[src/rtl/spm_pkg.sv]
// spm_pkg: types and constants for the single-precision multiplier.
// No dependencies.
package spm_pkg;

  typedef enum logic [2:0] {
    CASE_NORMAL = 3'd0,
    CASE_NAN    = 3'd1,
    CASE_INF    = 3'd2,
    CASE_ZERO   = 3'd3,
    CASE_OVF    = 3'd4,
    CASE_UNF    = 3'd5
  } case_e;

  localparam logic [31:0] QNAN    = 32'h7fc0_0000;
  localparam logic [31:0] POS_INF = 32'h7f80_0000;
  localparam logic [9:0]  BIAS    = 10'd127;

  // Stage 1 -> stage 2: decoded operands
  typedef struct packed {
    logic        special;
    case_e       code;
    logic        sign;
    logic [9:0]  exp;    // ea + eb - 127, signed
    logic [23:0] ma;
    logic [23:0] mb;
  } dec_t;

  // Stage 2 -> stage 3: raw product
  typedef struct packed {
    logic        special;
    case_e       code;
    logic        sign;
    logic [9:0]  exp;
    logic [47:0] prod;
  } mul_t;

  // Result payload
  typedef struct packed {
    logic [31:0] product;
    case_e       code;
  } res_t;

endpackage

[src/rtl/spm_if.sv]
// spm_if: valid/ready channel interface with generic payload.
// Depends on nothing.
interface spm_if #(
  parameter int Width = 64
) ();
  logic             valid;
  logic             ready;
  logic [Width-1:0] data;

  modport source (output valid, output data, input ready);
  modport sink (input valid, input data, output ready);
endinterface

[src/rtl/single_precision_multiplier.sv]
// single_precision_multiplier: three-stage pipelined float32 multiply.
// Depends on spm_pkg, spm_if, spm_decode, spm_pack.
//
// Usage:
//   in_if  (sink):   data = {operand_a, operand_b}, one request per cycle.
//   out_if (source): data = {product, case_code}.
// Stage 1 decodes special cases and sums exponents, stage 2 forms the
// 24x24 significand product, stage 3 normalizes, truncates and packs.
// Three register stages: dec_q, mul_q and res_q. Throughput: one request
// per cycle while in_if.ready is high.
// Reset clears all stage valid bits; payload registers are not reset.
// When the receiver stalls, each stage holds while the one after it is
// full and held; a bubble lets an earlier stage advance, so ready stays
// high until all three stages are full. Nothing is lost or repeated.
// case_code: 0 normal, 1 NaN, 2 infinite input, 3 zero or subnormal input,
// 4 overflow, 5 underflow.
module single_precision_multiplier import spm_pkg::*; (
  input logic  clk_i,
  input logic  rst_ni,
  spm_if.sink   in_if,
  spm_if.source out_if
);
  dec_t dec_d, dec_q;
  mul_t mul_d, mul_q;
  res_t res_d, res_q;
  logic v1_q, v2_q, v3_q;
  logic en1, en2, en3;

  // Stall chain
  assign en3         = !v3_q || out_if.ready;
  assign en2         = !v2_q || en3;
  assign en1         = !v1_q || en2;
  assign in_if.ready = en1;

  spm_decode u_dec (
    .operand_a_i(in_if.data[63:32]),
    .operand_b_i(in_if.data[31:0]),
    .dec_o      (dec_d)
  );

  // Significand product
  always_comb begin
    mul_d.special = dec_q.special;
    mul_d.code    = dec_q.code;
    mul_d.sign    = dec_q.sign;
    mul_d.exp     = dec_q.exp;
    mul_d.prod    = {24'd0, dec_q.ma} * {24'd0, dec_q.mb};
  end

  spm_pack u_pack (
    .mul_i(mul_q),
    .res_o(res_d)
  );

  // Valid bits
  always_ff @(posedge clk_i or negedge rst_ni) begin
    if (!rst_ni) begin
      v1_q <= 1'b0;
      v2_q <= 1'b0;
      v3_q <= 1'b0;
    end else begin
      if (en1) v1_q <= in_if.valid;
      if (en2) v2_q <= v1_q;
      if (en3) v3_q <= v2_q;
    end
  end

  // Payload
  always_ff @(posedge clk_i) begin
    if (en1 && in_if.valid) dec_q <= dec_d;
    if (en2 && v1_q)        mul_q <= mul_d;
    if (en3 && v2_q)        res_q <= res_d;
  end

  assign out_if.valid = v3_q;
  assign out_if.data  = {res_q.product, res_q.code};

`ifndef ASSERT_OFF
  a_out_hold: assert property (@(posedge clk_i) disable iff (!rst_ni)
    out_if.valid && !out_if.ready |=> out_if.valid && $stable(out_if.data))
    else $error("output changed under stall");
  a_ready_full: assert property (@(posedge clk_i) disable iff (!rst_ni)
    !in_if.ready |-> v1_q && v2_q && v3_q && !out_if.ready)
    else $error("ready low with a free stage");
  a_code_rng: assert property (@(posedge clk_i) disable iff (!rst_ni)
    out_if.valid |-> out_if.data[2:0] <= CASE_UNF)
    else $error("bad case code");
  a_nan_val: assert property (@(posedge clk_i) disable iff (!rst_ni)
    out_if.valid && out_if.data[2:0] == CASE_NAN |-> out_if.data[34:3] == QNAN)
    else $error("NaN result mismatch");
`endif
endmodule

[src/rtl/spm_decode.sv]
// spm_decode: special-case detection, sign and exponent sum.
// Depends on spm_pkg.
module spm_decode import spm_pkg::*; (
  input  logic [31:0] operand_a_i,
  input  logic [31:0] operand_b_i,
  output dec_t        dec_o
);
  logic [7:0] ea, eb;
  logic       nan_a, nan_b, inf_a, inf_b;

  assign ea    = operand_a_i[30:23];
  assign eb    = operand_b_i[30:23];
  assign nan_a = (ea == 8'hff) && (operand_a_i[22:0] != '0);
  assign nan_b = (eb == 8'hff) && (operand_b_i[22:0] != '0);
  assign inf_a = (ea == 8'hff) && (operand_a_i[22:0] == '0);
  assign inf_b = (eb == 8'hff) && (operand_b_i[22:0] == '0);

  always_comb begin
    dec_o.special = 1'b1;
    if (nan_a || nan_b) begin
      dec_o.code = CASE_NAN;
    end else if (inf_a || inf_b) begin
      dec_o.code = CASE_INF;
    end else if (ea == '0 || eb == '0) begin
      dec_o.code = CASE_ZERO;
    end else begin
      dec_o.code    = CASE_NORMAL;
      dec_o.special = 1'b0;
    end
    dec_o.sign = operand_a_i[31] ^ operand_b_i[31];
    dec_o.exp  = {2'b00, ea} + {2'b00, eb} - BIAS;
    dec_o.ma   = {1'b1, operand_a_i[22:0]};
    dec_o.mb   = {1'b1, operand_b_i[22:0]};
  end
endmodule

[src/rtl/spm_pack.sv]
// spm_pack: normalize by one place, truncate, detect over/underflow.
// Depends on spm_pkg.
module spm_pack import spm_pkg::*; (
  input  mul_t mul_i,
  output res_t res_o
);
  logic [9:0]  e;
  logic [22:0] frac;

  always_comb begin
    if (mul_i.prod[47]) begin
      frac = mul_i.prod[46:24];
      e    = mul_i.exp + 10'd1;
    end else begin
      frac = mul_i.prod[45:23];
      e    = mul_i.exp;
    end
    if (mul_i.special) begin
      res_o.code = mul_i.code;
      case (mul_i.code)
        CASE_NAN: res_o.product = QNAN;
        CASE_INF: res_o.product = POS_INF;
        default:  res_o.product = '0;
      endcase
    end else if (!e[9] && e >= 10'd255) begin
      res_o.code    = CASE_OVF;
      res_o.product = {mul_i.sign, POS_INF[30:0]};
    end else if (e[9] || e == '0) begin
      res_o.code    = CASE_UNF;
      res_o.product = '0;
    end else begin
      res_o.code    = CASE_NORMAL;
      res_o.product = {mul_i.sign, e[7:0], frac};
    end
  end
endmodule

[src/flat_wrapper.sv]
// flat-port wrapper written by rule: the top's interface ports become plain ports
module single_precision_multiplier_flat import spm_pkg::*;
  (clk_i, rst_ni, in_if_valid, in_if_data, in_if_ready, out_if_valid, out_if_data, out_if_ready);
  spm_if #(.Width(64)) in_if_i ();
  spm_if #(.Width(35)) out_if_i ();
  input logic clk_i;
  input logic rst_ni;
  input wire logic [$bits(in_if_i.valid)-1:0] in_if_valid;
  input wire logic [$bits(in_if_i.data)-1:0] in_if_data;
  output wire logic [$bits(in_if_i.ready)-1:0] in_if_ready;
  output wire logic [$bits(out_if_i.valid)-1:0] out_if_valid;
  output wire logic [$bits(out_if_i.data)-1:0] out_if_data;
  input wire logic [$bits(out_if_i.ready)-1:0] out_if_ready;
  assign in_if_i.valid = in_if_valid;
  assign in_if_i.data = in_if_data;
  assign in_if_ready = in_if_i.ready;
  assign out_if_valid = out_if_i.valid;
  assign out_if_data = out_if_i.data;
  assign out_if_i.ready = out_if_ready;
  single_precision_multiplier u_core (.clk_i(clk_i), .rst_ni(rst_ni), .in_if(in_if_i), .out_if(out_if_i));
endmodule
[config.mk]
export PLATFORM = sky130hd
export DESIGN_NAME = single_precision_multiplier_flat
export DESIGN_NICKNAME = d
export VERILOG_FILES = /design/src/rtl/spm_pkg.sv /design/src/rtl/spm_if.sv /design/src/rtl/single_precision_multiplier.sv /design/src/rtl/spm_decode.sv /design/src/rtl/spm_pack.sv /design/src/flat_wrapper.sv
export SDC_FILE = /design/constraint.sdc
export NUM_CORES = 2
export LEC_CHECK = 0
export CORE_MARGIN = 4
export CORE_UTILIZATION = 58
export CTS_CLUSTER_DIAMETER = 200
export CTS_CLUSTER_SIZE = 20
export DETAILED_ROUTE_END_ITERATION = 8
export DONT_BUFFER_PORTS = 1
export PLACE_DENSITY = 0.74
export SLEW_MARGIN = 40
export SYNTH_ARGS = -nofsm -noshare
export SYNTH_HDL_FRONTEND = slang
export SYNTH_HIERARCHICAL = 1
export SYNTH_SLANG_ARGS = --single-unit
[constraint.sdc]
create_clock -name clk_i -period 16 [get_ports clk_i]
set_clock_uncertainty 0.15 [all_clocks]
set_input_delay 0.8 -clock clk_i [delete_from_list [all_inputs] [get_ports clk_i]]
set_output_delay 0.8 -clock clk_i [all_outputs]
set_load 0.02 [all_outputs]
==> flow_summary.json <==
{
  "dr.pass1.iters": 6,
  "worst_ep_arrival_time_ns": 7.39,
  "io_pins": 105,
  "r2r_slack_ns": 8.65,
  "coreArea_mm2": 0.04308,
  "nNetsFinal": 3230,
  "drt-total-wl_um": 61260,
  "drt_iter0_markers": 1337,
  "worstPathRequired_ns": 16.04,
  "die_area_mm2": 0.04692,
  "synthesis.area_mm2": 0.02524,
  "cp-endpoint": "u_core/mul_q[41]",
  "final_cell_mix": "inv_1 (568), fa_1 (483), nand2_1 (321)",
  "slew_viol_final": 0,
  "start_util": 0.5860,
  "viasPerCell": 5.630,
  "dp_hpwl_um": 50010,
  "cts_setup_buffers": 0,
  "ys_warn_count": 6,
  "fin_setup_tns_ns": 0,
  "cp-startpoint": "u_core/dec_q[0]",
  "drc": 0,
  "avgSynthCellArea_um2": 9.780,
  "route.met2.wl_um": 30890,
  "seqCellArea_mm2": 0.004219,
  "reg2reg_from": "u_core/dec_q[0]",
  "path_class": "register to register",
  "fp.dieH_um": 216.6,
  "diodes": 0,
  "fillCellCount": 3538,
  "period_minus_slack_ns": 7.348,
  "hold_viol": 0,
  "grt_overflow": 0,
  "fin_crit_sh": 0.4592,
  "dieWidth_um": 216.6,
  "vias": 17380,
  "layout-drive-gt1-share": 0.05516,
  "worstHoldPathCells": 0,
  "grt_pass1_vias": 18660,
  "root_buffer": "clkbuf_16",
  "cts-buffers-inserted": 17,
  "hold_path.class": "register to register",
  "wl_met1_um": 23760,
  "clock_path_buffers": 2,
  "drv_cap": 0,
  "grt_use_total": 0.2722,
  "worstReg2RegEnd": "u_core/mul_q[41]",
  "setup_viol": 0,
  "cts.sinks": 141,
  "grt_max_degree": 51,
  "max-slew-margin-rel": 0.4124,
  "dr_wl_met3_um": 4418,
  "insertion_delay_ns": 0.47,
  "row_count": 76,
  "gp_congestion": 0.9068,
  "numPortBuffers": 0,
  "crit_fanout": 23,
  "end_kind": "register",
  "wl_per_cell_um": 19.84,
  "grt_pass1_wl_um": 100100,
  "top_layer": "met4",
  "status": "completed",
  "mostFrequentLayoutCell": "inv_1",
  "cts_tree": "yes",
  "synthCells": 2581,
  "r2r_cells": 21,
  "fmax_mhz": 136.1,
  "rsz0062_at_grt": "false",
  "worstMarginPinSlew_ns": 0.8814,
  "syn_to_final_growth_pct": 4.054,
  "cts_max_level": 4,
  "cts.reportedPaths.clkPinSlew_ns": 0.06,
  "antenna_found_initial": 2,
  "worst_setup_path_start_kind": "register",
  "drtAntennaViolNets": 0,
  "multi_input_area_mm2": 0.01808
}
final cells by class:
cell class | instances | share of cell area
well taps | 585 | 0.02787
clock inverters | 12 | 0.003382
repair buffers | 54 | 0.02167
clock buffers | 20 | 0.01662
inverters | 569 | 0.08131
multi-input cells | 1706 | 0.6885
flip-flops and latches | 141 | 0.1606
sequential cells by signal, summed over array words and instances (netlist names):
signal and cells:
u_core/dec_q 63, u_core/mul_q 40, u_core/out_if.data 35, u_core/out_if.valid 1, u_core/v1_q 1, u_core/v2_q 1
what timing repair did:
| item | in CTS | in global routing |
|---|---|---|
| hold buffers | 1 | 0 |
| gates resized for setup | 0 | 0 |
| hold endpoints to repair | 3 | 0 |
how the worst min path moves through the flow:
stage                     slack [ns]             start                to
after floorplan                 0.25  u_core/dec_q[48]  u_core/mul_q[48]
after global placement          0.25  u_core/dec_q[61]  u_core/mul_q[61]
after detailed placement        0.26  u_core/dec_q[61]  u_core/mul_q[61]
after CTS                       0.25    in_if_data[39]  u_core/dec_q[31]
after global routing            0.26    in_if_data[39]  u_core/dec_q[31]
final                           0.26  u_core/dec_q[61]  u_core/mul_q[61]
stage by stage:
stage	instances	util	hold slack, ns	area, um2	worst slack (ns)
after global placement	3019	0.5870	0.2524	25290	8.665
after detailed placement	3041	0.5937	0.2554	25570	8.639
after floorplan	2582	-	0.2503	25250	9.475
after global routing	3087	0.6098	0.2559	26270	8.360
final	3087	0.6098	0.2638	26270	8.652
after CTS	3074	0.6061	0.2534	26110	8.618
worst max-delay path, stage by stage, from the launching register on:
cell and delay, ns:
edfxtp_1 0.76, and2_1 0.35, fa_1 0.51, fa_1 0.54
inv_1 0.06, fa_1 0.45, fa_1 0.54, inv_1 0.05
fa_1 0.49, fa_1 0.50, inv_1 0.05, fa_1 0.51
inv_1 0.05, ha_1 0.35, a21oi_1 0.30, o211ai_1 0.20
o32ai_2 0.30, a31oi_2 0.13, a21o_4 0.28, a21oi_2 0.21
o221ai_2 0.14, xor2_1 0.16
per-layer routing:
metal | vias up | track usage
met5 | - | 0
met4 | 0 | 0.09238
met3 | 132 | 0.05104
met2 | 686 | 0.4608
met1 | 8960 | 0.3559
li1 | 7601 | -
Power is not shown: default switching activity piles up to over one toggle a cycle in this logic, so the estimate is an artifact.
